File: config.mk
export PLATFORM = sky130hd
export DESIGN_NAME = thruster_pulse_schmitt_trigger_unit_flat
export DESIGN_NICKNAME = d
export VERILOG_FILES = /design/src/tpst_pkg.sv /design/src/tpst_if.sv /design/src/thruster_pulse_schmitt_trigger_unit.sv /design/src/tpst_ram.sv /design/src/tpst_sdiv.sv /design/src/flat_wrapper.sv
export SDC_FILE = /design/constraint.sdc
export NUM_CORES = 2
export LEC_CHECK = 0
export BUFFER_PORTS_ARGS = -buffer_cell sky130_fd_sc_hd__buf_2
export CAP_MARGIN = 10
export CORE_UTILIZATION = 46
export DETAILED_ROUTE_END_ITERATION = 8
export PLACE_DENSITY_LB_ADDON = 0.2
export SLEW_MARGIN = 10
export SYNTH_ARGS = -nofsm -noshare
export SYNTH_HDL_FRONTEND = slang
export SYNTH_HIERARCHICAL = 1
export SYNTH_SLANG_ARGS = --single-unit
File: constraint.sdc
create_clock -name clk -period 8.2 [get_ports clk]
set_clock_uncertainty 0.1 [all_clocks]
set_input_delay 1.64 -clock clk [delete_from_list [all_inputs] [get_ports clk]]
set_output_delay 1.64 -clock clk [all_outputs]
set_load 0.01 [all_outputs]
File: src/tpst_pkg.sv
// Package for the thruster pulse Schmitt trigger unit.
// Holds field widths, reset values, register indexes, the sequencer state type
// and the divider control struct. No dependencies.
`default_nettype none

package tpst_pkg;

	// Default number of thrusters with stored hysteresis state.
	localparam int THRUSTERS_DEFAULT = 16;

	// Field widths.
	localparam int TIME_W     = 63;
	localparam int IDX_W      = 4;
	localparam int FORCE_W    = 32;
	localparam int ON_W       = 33;
	localparam int LVL_W      = 16;
	localparam int DW         = 32;
	localparam int CFG_IDX_W  = 2;
	localparam int CFG_DATA_W = 32;

	// Configuration register indexes.
	localparam logic [CFG_IDX_W-1:0] CFG_BASE_THRUST_STATE = 2'd0;
	localparam logic [CFG_IDX_W-1:0] CFG_MIN_FIRE_TIME_NS  = 2'd1;
	localparam logic [CFG_IDX_W-1:0] CFG_LEVEL_ON          = 2'd2;
	localparam logic [CFG_IDX_W-1:0] CFG_LEVEL_OFF         = 2'd3;

	// Register reset values.
	localparam logic [DW-1:0]    MIN_FIRE_RESET  = 32'd20000000;
	localparam logic [LVL_W-1:0] LEVEL_ON_RESET  = 16'd49152;
	localparam logic [LVL_W-1:0] LEVEL_OFF_RESET = 16'd16384;

	// On-time given in off-pulsing mode during the first control step.
	localparam logic [ON_W-1:0] FIRST_STEP_NS = 33'd2000000000;

	// floor(1.1 * p) is computed as p + floor(p / SAT_DIVISOR).
	localparam logic [DW-1:0] SAT_DIVISOR = 32'd10;

	typedef enum logic [3:0] {
		S_IDLE,
		S_STEP,
		S_MUL,
		S_DCHK,
		S_DIV,
		S_CLS,
		S_LVL1,
		S_LVL2,
		S_LVL3,
		S_SATDIV,
		S_SATFIN,
		S_DONE
	} tpst_state_t;

	typedef struct packed {
		logic load;
		logic run;
	} div_ctl_t;

endpackage

`default_nettype wire

File: src/tpst_if.sv
// Channel interfaces of the thruster pulse Schmitt trigger unit: command,
// result and configuration write. Depends on tpst_pkg for the field widths.
`default_nettype none

interface tpst_cmd_if import tpst_pkg::*; ();
	logic                      valid;
	logic                      ready;
	logic                      step_start;
	logic [TIME_W-1:0]         call_time_ns;
	logic [IDX_W-1:0]          thruster_index;
	logic signed [FORCE_W-1:0] force_cmd;
	logic [FORCE_W-1:0]        max_thrust;

	modport source (output valid, step_start, call_time_ns, thruster_index, force_cmd,
		max_thrust, input ready);
	modport sink (input valid, step_start, call_time_ns, thruster_index, force_cmd,
		max_thrust, output ready);
endinterface

interface tpst_res_if import tpst_pkg::*; ();
	logic             valid;
	logic             ready;
	logic [IDX_W-1:0] thruster_index_out;
	logic [ON_W-1:0]  on_time_ns;
	logic             thruster_on;
	logic             first_step;

	modport source (output valid, thruster_index_out, on_time_ns, thruster_on, first_step,
		input ready);
	modport sink (input valid, thruster_index_out, on_time_ns, thruster_on, first_step,
		output ready);
endinterface

interface tpst_cfg_if import tpst_pkg::*; ();
	logic                  valid;
	logic                  ready;
	logic [CFG_IDX_W-1:0]  index;
	logic [CFG_DATA_W-1:0] data;

	modport source (output valid, index, data, input ready);
	modport sink (input valid, index, data, output ready);
endinterface

`default_nettype wire

File: src/thruster_pulse_schmitt_trigger_unit.sv
// Thruster pulse-width modulator with Schmitt-trigger hysteresis, top level.
// Depends on tpst_pkg, the channel interfaces, tpst_ram and tpst_sdiv.
`default_nettype none

// Each command transaction carries one thruster's force for a control step and
// yields exactly one result transaction. The first command of a step marks
// step_start and sets the control period from the previous call time; the very
// first step reports the base on-time in off-pulsing mode and zero otherwise.
// Otherwise the force (plus maximum thrust in off-pulsing mode, then clamped at
// zero) is turned into on_time = force * period / max_thrust with a bit-serial
// shift-add multiplier followed by a bit-serial restoring divider. Short
// requests pass a per-thruster hysteresis on level_on and level_off that snaps
// them to the minimum fire time or to zero; requests of a full period or more
// become floor(1.1 * period), found by a second pass of the same divider. One
// command is worked on at a time. The finished result sits in an output
// register, so the next command can be taken while the result waits. Hysteresis
// state lives in a small RAM with one valid bit per thruster, cleared at once by
// reset. Indexes at or above THRUSTERS read as off and never update the stored
// state. Configuration writes are always accepted and must only be issued while
// no command is in flight.
module thruster_pulse_schmitt_trigger_unit import tpst_pkg::*; #(
	parameter int THRUSTERS = THRUSTERS_DEFAULT
) (
	input wire logic  clk,
	input wire logic  arst_n,
	tpst_cmd_if.sink  cmd,
	tpst_res_if.source res,
	tpst_cfg_if.sink  cfg
);

	localparam int AW    = (THRUSTERS > 1) ? $clog2(THRUSTERS) : 1;
	localparam int CNT_W = $clog2(DW);

	// Sequencer state and iteration counter.
	tpst_state_t      state_q;
	tpst_state_t      state_d;
	logic [CNT_W-1:0] cnt_q;
	logic             cnt_last;

	// Configuration registers.
	logic             base_q;
	logic [DW-1:0]    minf_q;
	logic [LVL_W-1:0] lon_q;
	logic [LVL_W-1:0] loff_q;

	// Control-step state.
	logic [TIME_W-1:0] prev_q;
	logic [DW-1:0]     period_q;
	logic              first_q;
	logic [THRUSTERS-1:0] vld_q;

	// Captured command.
	logic              step_q;
	logic [TIME_W-1:0] t_q;
	logic [IDX_W-1:0]  idx_q;
	logic [AW-1:0]     addr_q;
	logic              idx_ok_q;
	logic [DW-2:0]     f_q;
	logic [DW-1:0]     maxt_q;
	logic              st_q;

	// Working datapath.
	logic [2*DW-1:0]       acc_q;
	logic [DW-1:0]         mp_q;
	logic [LVL_W+DW-1:0]   prod_q;
	logic                  ge_q;
	logic [ON_W-1:0]       res_on_q;
	logic                  res_st_q;
	logic                  res_first_q;

	// Output register.
	logic             out_valid_q;
	logic [IDX_W-1:0] out_idx_q;
	logic [ON_W-1:0]  out_on_q;
	logic             out_st_q;
	logic             out_first_q;

	// Combinational helpers.
	logic                 accept;
	logic                 fire_out;
	logic [AW+IDX_W-1:0]  idx_ext;
	logic [AW-1:0]        cmd_addr;
	logic                 cmd_idx_ok;
	logic signed [DW+1:0] fsum;
	logic [DW+1:0]        fsel;
	logic [DW-2:0]        f_c;
	logic [2*DW-1:0]      tdiff;
	logic                 first_d;
	logic [DW-1:0]        period_d;
	logic [DW:0]          mul_sum;
	logic                 ovf_c;
	logic                 below_c;
	logic                 sat_c;
	logic                 sat_sel;
	logic [LVL_W-1:0]     lvl_sel;
	logic [LVL_W+DW-1:0]  lvl_prod;
	logic [LVL_W+DW-1:0]  lvl_on_time;
	logic                 ram_rdata;
	logic                 ram_we;
	logic                 st_rd;
	div_ctl_t             div_ctl;
	logic [DW-1:0]        div_rem;
	logic [DW-1:0]        div_num;
	logic [DW-1:0]        div_den;
	logic [DW-1:0]        quo;

	assign accept   = cmd.valid && cmd.ready;
	assign fire_out = (state_q == S_DONE) && (!out_valid_q || res.ready);
	assign cnt_last = (cnt_q == {CNT_W{1'b1}});

	// Thruster index to RAM address; indexes past the table never touch it.
	assign idx_ext    = {{AW{1'b0}}, cmd.thruster_index};
	assign cmd_addr   = idx_ext[AW-1:0];
	assign cmd_idx_ok = (32'(cmd.thruster_index) < THRUSTERS);

	// Off-pulsing adds the maximum thrust; the result saturates high and clamps at zero.
	assign fsum = {{2{cmd.force_cmd[FORCE_W-1]}}, cmd.force_cmd} +
		$signed({2'b00, cmd.max_thrust});
	assign fsel = base_q ? fsum : {{2{cmd.force_cmd[FORCE_W-1]}}, cmd.force_cmd};
	always_comb begin
		if (fsel[DW+1]) begin
			f_c = '0;
		end else if (fsel[DW:DW-1] != 2'b00) begin
			f_c = '1;
		end else begin
			f_c = fsel[DW-2:0];
		end
	end

	// Period update at a step start: wrap-around difference, saturated to 32 bits.
	assign tdiff = {1'b0, t_q} - {1'b0, prev_q};
	always_comb begin
		first_d  = first_q;
		period_d = period_q;
		if (step_q) begin
			if (prev_q == '0) begin
				first_d = 1'b1;
			end else begin
				first_d  = 1'b0;
				period_d = (tdiff[2*DW-1:DW] != '0) ? '1 : tdiff[DW-1:0];
			end
		end
	end

	assign st_rd   = idx_ok_q && vld_q[addr_q] && ram_rdata;
	assign mul_sum = {1'b0, acc_q[2*DW-1:DW]} + (mp_q[0] ? {2'b00, f_q} : '0);

	// A high product word at or above the divisor means the quotient is at least 2^32.
	assign ovf_c   = (acc_q[2*DW-1:DW] >= maxt_q);
	assign below_c = (quo < minf_q);
	assign sat_c   = (quo >= period_q);
	assign sat_sel = ((state_q == S_DCHK) && ovf_c) ||
		((state_q == S_CLS) && !below_c && sat_c);

	assign lvl_sel     = (state_q == S_LVL1) ? lon_q : loff_q;
	assign lvl_prod    = lvl_sel * minf_q;
	assign lvl_on_time = {quo, {LVL_W{1'b0}}};

	always_comb begin
		div_rem = sat_sel ? '0 : acc_q[2*DW-1:DW];
		div_num = sat_sel ? period_q : acc_q[DW-1:0];
		div_den = sat_sel ? SAT_DIVISOR : maxt_q;
	end

	// Next state and control outputs.
	always_comb begin
		state_d   = state_q;
		div_ctl   = '0;
		cmd.ready = 1'b0;
		ram_we    = 1'b0;
		case (state_q)
			S_IDLE: begin
				cmd.ready = 1'b1;
				if (cmd.valid) begin
					state_d = S_STEP;
				end
			end
			S_STEP: begin
				state_d = first_d ? S_DONE : S_MUL;
			end
			S_MUL: begin
				if (cnt_last) begin
					state_d = S_DCHK;
				end
			end
			S_DCHK: begin
				div_ctl.load = 1'b1;
				state_d      = ovf_c ? S_SATDIV : S_DIV;
			end
			S_DIV: begin
				div_ctl.run = 1'b1;
				if (cnt_last) begin
					state_d = S_CLS;
				end
			end
			S_CLS: begin
				if (below_c) begin
					state_d = S_LVL1;
				end else if (sat_c) begin
					div_ctl.load = 1'b1;
					state_d      = S_SATDIV;
				end else begin
					state_d = S_DONE;
				end
			end
			S_LVL1: state_d = S_LVL2;
			S_LVL2: state_d = S_LVL3;
			S_LVL3: state_d = S_DONE;
			S_SATDIV: begin
				div_ctl.run = 1'b1;
				if (cnt_last) begin
					state_d = S_SATFIN;
				end
			end
			S_SATFIN: state_d = S_DONE;
			S_DONE: begin
				if (fire_out) begin
					ram_we  = idx_ok_q;
					state_d = S_IDLE;
				end
			end
			default: state_d = S_IDLE;
		endcase
	end

	always_ff @(posedge clk or negedge arst_n) begin
		if (!arst_n) begin
			state_q <= S_IDLE;
		end else begin
			state_q <= state_d;
		end
	end

	// Configuration, step state, valid bits and the output handshake.
	assign cfg.ready = 1'b1;

	always_ff @(posedge clk or negedge arst_n) begin
		if (!arst_n) begin
			base_q      <= 1'b0;
			minf_q      <= MIN_FIRE_RESET;
			lon_q       <= LEVEL_ON_RESET;
			loff_q      <= LEVEL_OFF_RESET;
			prev_q      <= '0;
			period_q    <= '0;
			first_q     <= 1'b0;
			vld_q       <= '0;
			out_valid_q <= 1'b0;
		end else begin
			if (cfg.valid) begin
				case (cfg.index)
					CFG_BASE_THRUST_STATE: base_q <= cfg.data[0];
					CFG_MIN_FIRE_TIME_NS:  minf_q <= cfg.data;
					CFG_LEVEL_ON:          lon_q  <= cfg.data[LVL_W-1:0];
					CFG_LEVEL_OFF:         loff_q <= cfg.data[LVL_W-1:0];
					default: ;
				endcase
			end
			if (state_q == S_STEP) begin
				first_q  <= first_d;
				period_q <= period_d;
				if (step_q) begin
					prev_q <= t_q;
				end
			end
			if (ram_we) begin
				vld_q[addr_q] <= 1'b1;
			end
			if (fire_out) begin
				out_valid_q <= 1'b1;
			end else if (res.ready) begin
				out_valid_q <= 1'b0;
			end
		end
	end

	// Datapath registers; none of them needs a reset.
	always_ff @(posedge clk) begin
		if (accept) begin
			step_q   <= cmd.step_start;
			t_q      <= cmd.call_time_ns;
			idx_q    <= cmd.thruster_index;
			addr_q   <= cmd_addr;
			idx_ok_q <= cmd_idx_ok;
			f_q      <= f_c;
			// A zero maximum thrust counts as one Q16.16 step.
			maxt_q   <= (cmd.max_thrust == '0) ? {{(DW-1){1'b0}}, 1'b1} : cmd.max_thrust;
		end
		case (state_q)
			S_STEP: begin
				st_q  <= st_rd;
				cnt_q <= '0;
				acc_q <= '0;
				mp_q  <= period_d;
				if (first_d) begin
					res_on_q    <= base_q ? FIRST_STEP_NS : '0;
					res_st_q    <= st_rd;
					res_first_q <= 1'b1;
				end else begin
					res_first_q <= 1'b0;
				end
			end
			S_MUL: begin
				acc_q <= {mul_sum, acc_q[DW-1:1]};
				mp_q  <= {1'b0, mp_q[DW-1:1]};
				cnt_q <= cnt_q + 1'b1;
			end
			S_DCHK: begin
				cnt_q <= '0;
				if (ovf_c) begin
					res_st_q <= 1'b1;
				end
			end
			S_DIV, S_SATDIV: begin
				cnt_q <= cnt_q + 1'b1;
			end
			S_CLS: begin
				cnt_q <= '0;
				if (!below_c) begin
					res_st_q <= 1'b1;
					res_on_q <= {1'b0, quo};
				end
			end
			S_LVL1: begin
				prod_q <= lvl_prod;
			end
			S_LVL2: begin
				ge_q   <= (lvl_on_time >= prod_q);
				prod_q <= lvl_prod;
			end
			S_LVL3: begin
				// Hysteresis: switch on at or above level_on, off at or below level_off, else hold.
				if (ge_q) begin
					res_on_q <= {1'b0, minf_q};
					res_st_q <= 1'b1;
				end else if (lvl_on_time <= prod_q) begin
					res_on_q <= '0;
					res_st_q <= 1'b0;
				end else begin
					res_on_q <= st_q ? {1'b0, minf_q} : '0;
					res_st_q <= st_q;
				end
			end
			S_SATFIN: begin
				res_on_q <= {1'b0, period_q} + {1'b0, quo};
			end
			default: ;
		endcase
		if (fire_out) begin
			out_idx_q   <= idx_q;
			out_on_q    <= res_on_q;
			out_st_q    <= res_st_q;
			out_first_q <= res_first_q;
		end
	end

	tpst_ram #(
		.WIDTH(1),
		.DEPTH(THRUSTERS)
	) u_state_ram (
		.clk  (clk),
		.we   (ram_we),
		.waddr(addr_q),
		.wdata(res_st_q),
		.raddr(cmd_addr),
		.rdata(ram_rdata)
	);

	tpst_sdiv u_sdiv (
		.clk     (clk),
		.ctl     (div_ctl),
		.rem_init(div_rem),
		.num     (div_num),
		.den     (div_den),
		.quo     (quo)
	);

	assign res.valid              = out_valid_q;
	assign res.thruster_index_out = out_idx_q;
	assign res.on_time_ns         = out_on_q;
	assign res.thruster_on        = out_st_q;
	assign res.first_step         = out_first_q;

	// A result only appears as the sequencer leaves its final state.
	a_result_from_done: assert property (@(posedge clk) disable iff (!arst_n)
		$rose(out_valid_q) |-> $past(state_q == S_DONE))
		else $error("result transaction raised outside the done state");

	// A first-step result carries either zero or the base on-time.
	a_first_step_value: assert property (@(posedge clk) disable iff (!arst_n)
		out_valid_q && out_first_q |-> (out_on_q == '0 || out_on_q == FIRST_STEP_NS))
		else $error("first-step result with an unexpected on-time");

	// Outside the first step a thruster reported off never gets on-time.
	a_off_means_zero: assert property (@(posedge clk) disable iff (!arst_n)
		out_valid_q && !out_first_q && !out_st_q |-> out_on_q == '0)
		else $error("thruster reported off with nonzero on-time");

	// Commands are only taken while the sequencer is idle.
	a_accept_idle: assert property (@(posedge clk) disable iff (!arst_n)
		accept |=> state_q == S_STEP)
		else $error("command transaction accepted while busy");

endmodule

`default_nettype wire

File: src/tpst_ram.sv
// Generic single-write, single-read RAM with a registered read port.
// No dependencies.
`default_nettype none

module tpst_ram #(
	parameter int WIDTH = 1,
	parameter int DEPTH = 16,
	localparam int AW = (DEPTH > 1) ? $clog2(DEPTH) : 1
) (
	input  wire logic             clk,
	input  wire logic             we,
	input  wire logic [AW-1:0]    waddr,
	input  wire logic [WIDTH-1:0] wdata,
	input  wire logic [AW-1:0]    raddr,
	output logic      [WIDTH-1:0] rdata
);

	logic [WIDTH-1:0] mem_q [DEPTH];

	always_ff @(posedge clk) begin
		if (we) begin
			mem_q[waddr] <= wdata;
		end
		rdata <= mem_q[raddr];
	end

endmodule

`default_nettype wire

File: src/tpst_sdiv.sv
// Bit-serial restoring divider: one quotient bit per cycle while run is set.
// Depends on tpst_pkg for the data width and the control struct.
`default_nettype none

module tpst_sdiv import tpst_pkg::*; (
	input  wire logic          clk,
	input  wire div_ctl_t      ctl,
	input  wire logic [DW-1:0] rem_init,
	input  wire logic [DW-1:0] num,
	input  wire logic [DW-1:0] den,
	output logic      [DW-1:0] quo
);

	logic [DW-1:0] rem_q;
	logic [DW-1:0] lo_q;
	logic [DW-1:0] den_q;
	logic [DW:0]   trial;
	logic [DW:0]   diff;
	logic          qbit;

	// The partial remainder stays below the divisor, so the trial value fits DW+1 bits.
	assign trial = {rem_q, lo_q[DW-1]};
	assign diff  = trial - {1'b0, den_q};
	assign qbit  = ~diff[DW];

	always_ff @(posedge clk) begin
		if (ctl.load) begin
			rem_q <= rem_init;
			lo_q  <= num;
			den_q <= den;
		end else if (ctl.run) begin
			rem_q <= qbit ? diff[DW-1:0] : trial[DW-1:0];
			lo_q  <= {lo_q[DW-2:0], qbit};
		end
	end

	assign quo = lo_q;

endmodule

`default_nettype wire

File: src/flat_wrapper.sv
// flat-port wrapper written by rule: the top's interface ports become plain ports
module thruster_pulse_schmitt_trigger_unit_flat import tpst_pkg::*;
#(
	parameter int THRUSTERS = THRUSTERS_DEFAULT
)
  (clk, arst_n, cmd_valid, cmd_step_start, cmd_call_time_ns, cmd_thruster_index, cmd_force_cmd, cmd_max_thrust, cmd_ready, res_valid, res_thruster_index_out, res_on_time_ns, res_thruster_on, res_first_step, res_ready, cfg_valid, cfg_index, cfg_data, cfg_ready);
  tpst_cmd_if cmd_i ();
  tpst_res_if res_i ();
  tpst_cfg_if cfg_i ();
  input wire logic clk;
  input wire logic arst_n;
  input wire logic [$bits(cmd_i.valid)-1:0] cmd_valid;
  input wire logic [$bits(cmd_i.step_start)-1:0] cmd_step_start;
  input wire logic [$bits(cmd_i.call_time_ns)-1:0] cmd_call_time_ns;
  input wire logic [$bits(cmd_i.thruster_index)-1:0] cmd_thruster_index;
  input wire logic [$bits(cmd_i.force_cmd)-1:0] cmd_force_cmd;
  input wire logic [$bits(cmd_i.max_thrust)-1:0] cmd_max_thrust;
  output wire logic [$bits(cmd_i.ready)-1:0] cmd_ready;
  output wire logic [$bits(res_i.valid)-1:0] res_valid;
  output wire logic [$bits(res_i.thruster_index_out)-1:0] res_thruster_index_out;
  output wire logic [$bits(res_i.on_time_ns)-1:0] res_on_time_ns;
  output wire logic [$bits(res_i.thruster_on)-1:0] res_thruster_on;
  output wire logic [$bits(res_i.first_step)-1:0] res_first_step;
  input wire logic [$bits(res_i.ready)-1:0] res_ready;
  input wire logic [$bits(cfg_i.valid)-1:0] cfg_valid;
  input wire logic [$bits(cfg_i.index)-1:0] cfg_index;
  input wire logic [$bits(cfg_i.data)-1:0] cfg_data;
  output wire logic [$bits(cfg_i.ready)-1:0] cfg_ready;
  assign cmd_i.valid = cmd_valid;
  assign cmd_i.step_start = cmd_step_start;
  assign cmd_i.call_time_ns = cmd_call_time_ns;
  assign cmd_i.thruster_index = cmd_thruster_index;
  assign cmd_i.force_cmd = cmd_force_cmd;
  assign cmd_i.max_thrust = cmd_max_thrust;
  assign cmd_ready = cmd_i.ready;
  assign res_valid = res_i.valid;
  assign res_thruster_index_out = res_i.thruster_index_out;
  assign res_on_time_ns = res_i.on_time_ns;
  assign res_thruster_on = res_i.thruster_on;
  assign res_first_step = res_i.first_step;
  assign res_i.ready = res_ready;
  assign cfg_i.valid = cfg_valid;
  assign cfg_i.index = cfg_index;
  assign cfg_i.data = cfg_data;
  assign cfg_ready = cfg_i.ready;
  thruster_pulse_schmitt_trigger_unit #(.THRUSTERS(THRUSTERS)) u_core (.clk(clk), .arst_n(arst_n), .cmd(cmd_i), .res(res_i), .cfg(cfg_i));
endmodule
# After elaboration in Yosys (flattened, before gate mapping)
# Memory sizes are Yosys's and may differ from the RTL's. A register that Yosys moved wholly into a read port is not among the register bits.
# Cells that the tools add are included.
# Widths: inputs -> output; s select.
[word_totals]
output_inout_bits = 42
memories = 1
mem_bits_rw = 16
ff_bits = 634
[memory_table]
columns = ["name", "depth", "word_bits", "read_ports", "rd_clocked_by_memory_dff", "wr", "line", "text"]
rows = [
  ["u_core.u_state_ram.mem_q", 16, 1, 1, 1, 1, "tpst_ram.sv:18", "logic [WIDTH-1:0] mem_q [DEPTH];"],
]
[classes]
addsub = 6
bitwise = 2
n_reduce_logical = 36
order_cmp = 7
muxes = 58
multipliers = 1
n_eq_ne = 23
[ops]
columns = ["cell", "count"]
rows = [
  ["$mux 32", 11],
  ["$mux 33", 4],
  ["$pmux 33 s4", 1],
  ["$pmux 64 s2", 1],
  ["$mux 31", 3],
  ["$ge 32x32->1", 2],
  ["$pmux 32 s2", 1],
  ["$sub 63x63->64", 1],
  ["$logic_not 63->1", 1],
  ["$ge 48x48->1", 1],
  ["$le 48x48->1", 1],
  ["$mul 16x32->48", 1],
  ["$pmux 4 s11", 1],
  ["$add 32x33->34", 1],
  ["$mux 34", 1],
  ["$add 32x32->33", 1],
  ["$add 32x33->33", 1],
  ["$sub 33x32->33", 1],
  ["$logic_not 32->1", 1],
  ["$lt 32x32->1", 1],
  ["$mux 4", 8],
  ["$reduce_bool 32->1", 1],
  ["$mux 1", 20],
  ["$eq 4x3->1 const B", 4],
  ["33 further kinds", 64],
]

# Logic depth before layout (Yosys ltp)
[logic_depth]
word_depth = 7
mapped_depth = 33
depth_no_buf = 29

# Hierarchy
# Netlist, hierarchy kept.
[by_module_without_submodules]
columns = ["mod", "n_inst", "cells_per_inst", "area_per_inst_um2", "seq_area_each_um2"]
rows = [
  ["thruster_pulse_schmitt_trigger_unit", 1, 5137, 49376.1, 15258.4],
  ["tpst_sdiv", 1, 532, 5815.6, 2882.8],
  ["tpst_ram", 1, 47, 745.7, 500.5],
]

# Least setup slack after synthesis
# No wires, ideal clock.
[synth_path]
kind = "register to register"
from = "reg u_core.state_q[3]"
to = "reg u_core.prod_q[47], data pin"
arrival_ns = 8.529
setup_ns = 0.259
required_time_ns = 7.841
stages_incl_launch_ff = 32
path_slack_ns = -0.689
period_less_slack_ns = 8.889
cell_sequence = "dfrtp_1 > clkbuf_1 > nand2b_1 > nor2_1 > clkbuf_1 > clkbuf_1 > mux2i_1 > clkbuf_1 > nor2_1 > fa_1 > inv_1 > fa_1 > fa_1 > inv_1 > fa_1 > fa_1 > inv_1 > fa_1 > inv_1 > ha_1 > a21o_1 > a21oi_1 > a21boi_0 > a211oi_1 > o21ai_0 > a21oi_1 > o31ai_1 > o221ai_1 > a31o_2 > a221o_1 > a21oi_1 > xnor2_1"
[synth_between]
elab_chain_len = 3
[synth_lines]
columns = ["item", "line", "text"]
rows = [
  ["start: declaration", "thruster_pulse_schmitt_trigger_unit.sv:35", "tpst_state_t state_q;"],
  ["start signal: assignment", "thruster_pulse_schmitt_trigger_unit.sv:230", "state_q <= state_d;"],
  ["$eq 4x3->1", "thruster_pulse_schmitt_trigger_unit.sv:155", "assign lvl_sel = (state_q == S_LVL1) ? lon_q : loff_q;"],
  ["$mux 16", "thruster_pulse_schmitt_trigger_unit.sv:155", ""],
  ["$mul 16x32->48", "thruster_pulse_schmitt_trigger_unit.sv:156", "assign lvl_prod = lvl_sel * minf_q;"],
  ["named net u_core.lvl_prod[47]", "thruster_pulse_schmitt_trigger_unit.sv:96", "logic [LVL_W+DW-1:0] lvl_prod;"],
  ["end signal: assignment", "thruster_pulse_schmitt_trigger_unit.sv:324", "prod_q <= lvl_prod;"],
  ["end signal: assignment", "thruster_pulse_schmitt_trigger_unit.sv:328", "prod_q <= lvl_prod;"],
  ["end: declaration", "thruster_pulse_schmitt_trigger_unit.sv:65", "logic [LVL_W+DW-1:0] prod_q;"],
]
# The timed path passes the listed nets, and every way through them passes these cells.
# A chain may end at the register's enable or synchronous reset.

# Worst setup path after layout
[layout_path]
from = "reg u_core.state_q[0]"
to = "reg u_core.prod_q[47], data pin"
# Same word-level chain as after synthesis.

==> summary.txt <==
Number of synthesized flops with an enable pin: 468
Largest cells by area after synthesis: sky130_fd_sc_hd__edfxtp_1 (25%), sky130_fd_sc_hd__fa_1 (15%), sky130_fd_sc_hd__ha_1 (9.8%)
First-iteration detailed-routing DRC count: 2955
Wire per inst: 21.1 µm
Number of search-and-repair iterations in the first detailed-routing pass: 8
Initial cell density of the core: 46.5%
I/O Buffers: 211
Setup-failing EPs final: 0
Top Usage Layer GRT: met2
Worst path required time: 8.52 ns
GRT Resource Usage Total: 26.5%
DIE AREA: 123000 µm²
Fraction of registers with async set or reset after synthesis: 28.0%
CTS clock-pin slew for the worst setup and hold paths: 0.06 ns
Number of cells traversed by the worst hold path: 0
Commonest cells post-synth: sky130_fd_sc_hd__inv_1 (762), sky130_fd_sc_hd__nand2_1 (564), sky130_fd_sc_hd__edfxtp_1 (468)
Beginning of the worst hold path: u_core/res_on_q[32]$_DFFE_PP_
Top-count cell post-synth: sky130_fd_sc_hd__inv_1
Number of diodes: 0
Total congestion overflow after global routing: 0
Ys Warns: 6
Share of final-layout standard cells stronger than drive strength 1: 15.6%
Worst rel slew slack: 21.0%
Post-layout min period: 7.94 ns
Source of the worst register-to-register timing path: u_core/state_q[0]$_DFFE_PN0P_
Crit Reg-Reg Endpoint: u_core/prod_q[47]$_DFFE_PP_
Combined area of all synthesized cells: 55900 µm²
Final HPWL from detailed placement: 126 mm
Met1 track demand over resource in global routing: 36.6%
Global-route track usage on met3: 3.73%
Post-synthesis cell count: 5716
Least setup slack across all paths after layout: 0.258 ns
Row Count: 127
Clock buffer depth: 3
Reg2reg path depth: 32
Wire length of the first global-routing pass: 250 mm
Vias in the first global route: 42500
Syn Nets: 6750
Area share of the largest cell type after synthesis: 25.1%
Hold Crit Endpoint: u_core/res.on_time_ns[32]$_DFFE_PP_
Residual DRC: 0
Endpoints failing hold: 0
CP max FO: 8
Register bit total from synthesis: 651
Largest net degree at the start of global routing: 131
Weighted congestion at the end of routability-driven global placement: 0.937
Post-route design area: 63000 µm²
Clk sink count: 651
Min Hold Slack: 0.323 ns
Layout area overhead: 12.7%
CTS tree: yes
RSZ-0062 raised after global routing: yes
Crit-path max cell delay: 0.56 ns
Number of antenna violations at the first check in global routing: 6
Top-level I/O count: 213
Cell type with the largest total area after synthesis: sky130_fd_sc_hd__edfxtp_1
CTS root buffer: sky130_fd_sc_hd__clkbuf_16
Via/cell ratio: 5.57
Fraction of met2 tracks used by global routing: 42.5%
Final net count: 7006
Final antenna-violating net count: 0
Total number of H-tree levels: 3
CORE AREA: 120000 µm²
Path type of the worst min-delay path: flop to flop
Final period utilization: 96.9%
Most instantiated flip-flop cell in the synthesis netlist: sky130_fd_sc_hd__edfxtp_1
Clock insertion delay at the later pin of the skew report: 0.69 ns
Slowest library cell on the worst path: sky130_fd_sc_hd__fa_1
Crit path DAT: 8.26 ns
Post-synthesis average cell area: 9.79 µm²
CTS buffer count: 79
Post-detailed-placement cell area: 59700 µm²
Routed WL: 161 mm
Transition time at the pin with the least slew margin: 1.19 ns
Type of the worst setup path: flop to flop
Part of the Yosys area used for sequential elements: 33.3%
Max-capacitance violation count: 0
Critical Path Most Common Cell: sky130_fd_sc_hd__fa_1
Via Count: 42600
Status: complete, no violations
Die span in y: 351 µm
Width of the chip: 351 µm
Library cells used by synthesis: 97
Fmax: 0.126 GHz
Minimum setup slack after placement: -0.203 ns
Slew Viols, Final: 0
Reg2reg setup slack: 0.26 ns
Setup crit end kind: flop
Crit path launch type: flop
[cell families after synthesis]
| logic type | count (synthesis) | synth area share [%] |
|---|---|---|
| fa+ha+maj | 863 | 25.0 |
| mux | 260 | 5.35 |
| buf+inv | 1023 | 7.03 |
| other cells | 1 | 0.00670 |
| simple gates | 1677 | 14.2 |
| flops | 651 | 33.3 |
| compound gates | 1055 | 12.2 |
| xor+xnor | 186 | 2.93 |
[layout make-up]
type                       count  area, µm²
fill                       11000      57200
multi-input combinational   4042      33800
sequential                   651      18600
timing repair buffer         436       2980
inverter                     762       2860
clock buffer                 101       2250
tap                         1612       2020
clock inverter                45        497
[metal layers]
| layer | wire, µm | part of all wire [%] | vias up |
|---|---|---|---|
| li1 | - | - | 20000 |
| met1 | 71800 | 45 | 21100 |
| met2 | 74000 | 46 | 1296 |
| met3 | 9120 | 5.7 | 283 |
| met4 | 6200 | 3.8 | 0 |
| met5 | 0 | 0 | - |
[state kept, by name, indices dropped and copies added (netlist names), 5 cells and up]
name and cells:
u_core/acc_q 64, u_core/cnt_q 5, u_core/f_q 31, u_core/loff_q 16, u_core/lon_q 16, u_core/maxt_q 32
u_core/minf_q 32, u_core/mp_q 32, u_core/period_q 32, u_core/prev_q 63, u_core/prod_q 48, u_core/res.on_time_ns 33
u_core/res_on_q 33, u_core/t_q 63, u_core/u_sdiv/den_q 32, u_core/u_sdiv/quo 32, u_core/u_sdiv/rem_q 32, u_core/u_state_ram/mem_q 16
u_core/vld_q 16
[cell usage in the layout (no fill, tap or decap), types with 32 or more instances in the layout]
| cell type | netlist | layout |
|---|---|---|
| sky130_fd_sc_hd__nor3_1 | 68 | 66 |
| sky130_fd_sc_hd__edfxtp_1 | 468 | 468 |
| sky130_fd_sc_hd__mux2_2 | 208 | 204 |
| sky130_fd_sc_hd__nand2b_1 | 59 | 57 |
| sky130_fd_sc_hd__buf_4 | 4 | 202 |
| sky130_fd_sc_hd__nand3_1 | 54 | 53 |
| sky130_fd_sc_hd__dfrtp_1 | 171 | 171 |
| sky130_fd_sc_hd__nand2_1 | 564 | 559 |
| sky130_fd_sc_hd__a21oi_2 | 37 | 42 |
| sky130_fd_sc_hd__o21ai_0 | 226 | 222 |
| sky130_fd_sc_hd__a21o_1 | 122 | 121 |
| sky130_fd_sc_hd__a21oi_1 | 309 | 303 |
| sky130_fd_sc_hd__buf_2 | 35 | 210 |
| sky130_fd_sc_hd__and2_1 | 217 | 216 |
| sky130_fd_sc_hd__nor4_1 | 37 | 37 |
| sky130_fd_sc_hd__ha_1 | 440 | 432 |
| sky130_fd_sc_hd__nand4_1 | 73 | 73 |
| sky130_fd_sc_hd__inv_1 | 762 | 755 |
| sky130_fd_sc_hd__nor2b_1 | 36 | 36 |
| sky130_fd_sc_hd__xor2_1 | 69 | 69 |
| sky130_fd_sc_hd__mux2i_1 | 43 | 37 |
| sky130_fd_sc_hd__nor2_1 | 429 | 423 |
| sky130_fd_sc_hd__clkbuf_16 | 0 | 83 |
| sky130_fd_sc_hd__or3_1 | 48 | 48 |
| sky130_fd_sc_hd__fa_1 | 423 | 415 |
| sky130_fd_sc_hd__and3_1 | 32 | 32 |
| sky130_fd_sc_hd__o21a_1 | 41 | 41 |
| sky130_fd_sc_hd__xnor2_1 | 116 | 115 |
[timing repair]
| action | in CTS | in global routing |
|---|---|---|
| endpoints found under the hold margin | 0 | 0 |
| endpoints found under the setup margin | 7 | 10 |
| pin swaps | 2 | 51 |
| setup buffers | 0 | 24 |
| hold buffers | 0 | 0 |
| gates resized for setup | 10 | 78 |
| gates cloned | 0 | 1 |
[critical path, delay by kind of cell, from the launching register on]
kind | cells | cell delay [ns]
AO/OA/AOI/OAI | 9 | 1.90
XOR/XNOR | 1 | 0.10
adder cells (fa/ha/maj) | 7 | 3.41
buffers and inverters | 11 | 1.19
flip-flops | 1 | 0.38
multiplexers | 1 | 0.19
AND/OR/NAND/NOR | 3 | 0.36
[per-stage QoR]
step	TNS [ns]	cells	util (%)
after floorplan	0	5716	-
after global placement	-0.285	7479	49.6
after detailed placement	-0.608	7479	49.6
after CTS	0	7625	52.0
after global routing	-0.242	7649	52.4
final	0	7649	52.4
[worst max-delay path by stage]
stage | cells after the start | startpoint | endpoint
floorplan | 31 | u_core/state_q[3]$_DFFE_PN0P_ | u_core/prod_q[47]$_DFFE_PP_
global placement | 31 | u_core/state_q[3]$_DFFE_PN0P_ | u_core/prod_q[47]$_DFFE_PP_
detailed placement | 31 | u_core/state_q[3]$_DFFE_PN0P_ | u_core/prod_q[47]$_DFFE_PP_
CTS | 33 | u_core/state_q[3]$_DFFE_PN0P_ | u_core/prod_q[46]$_DFFE_PP_
global route | 31 | u_core/state_q[0]$_DFFE_PN0P_ | u_core/prod_q[44]$_DFFE_PP_
finish | 32 | u_core/state_q[0]$_DFFE_PN0P_ | u_core/prod_q[47]$_DFFE_PP_
Power is not shown: default switching activity piles up to over one toggle a cycle in this logic, so the estimate is an artifact.
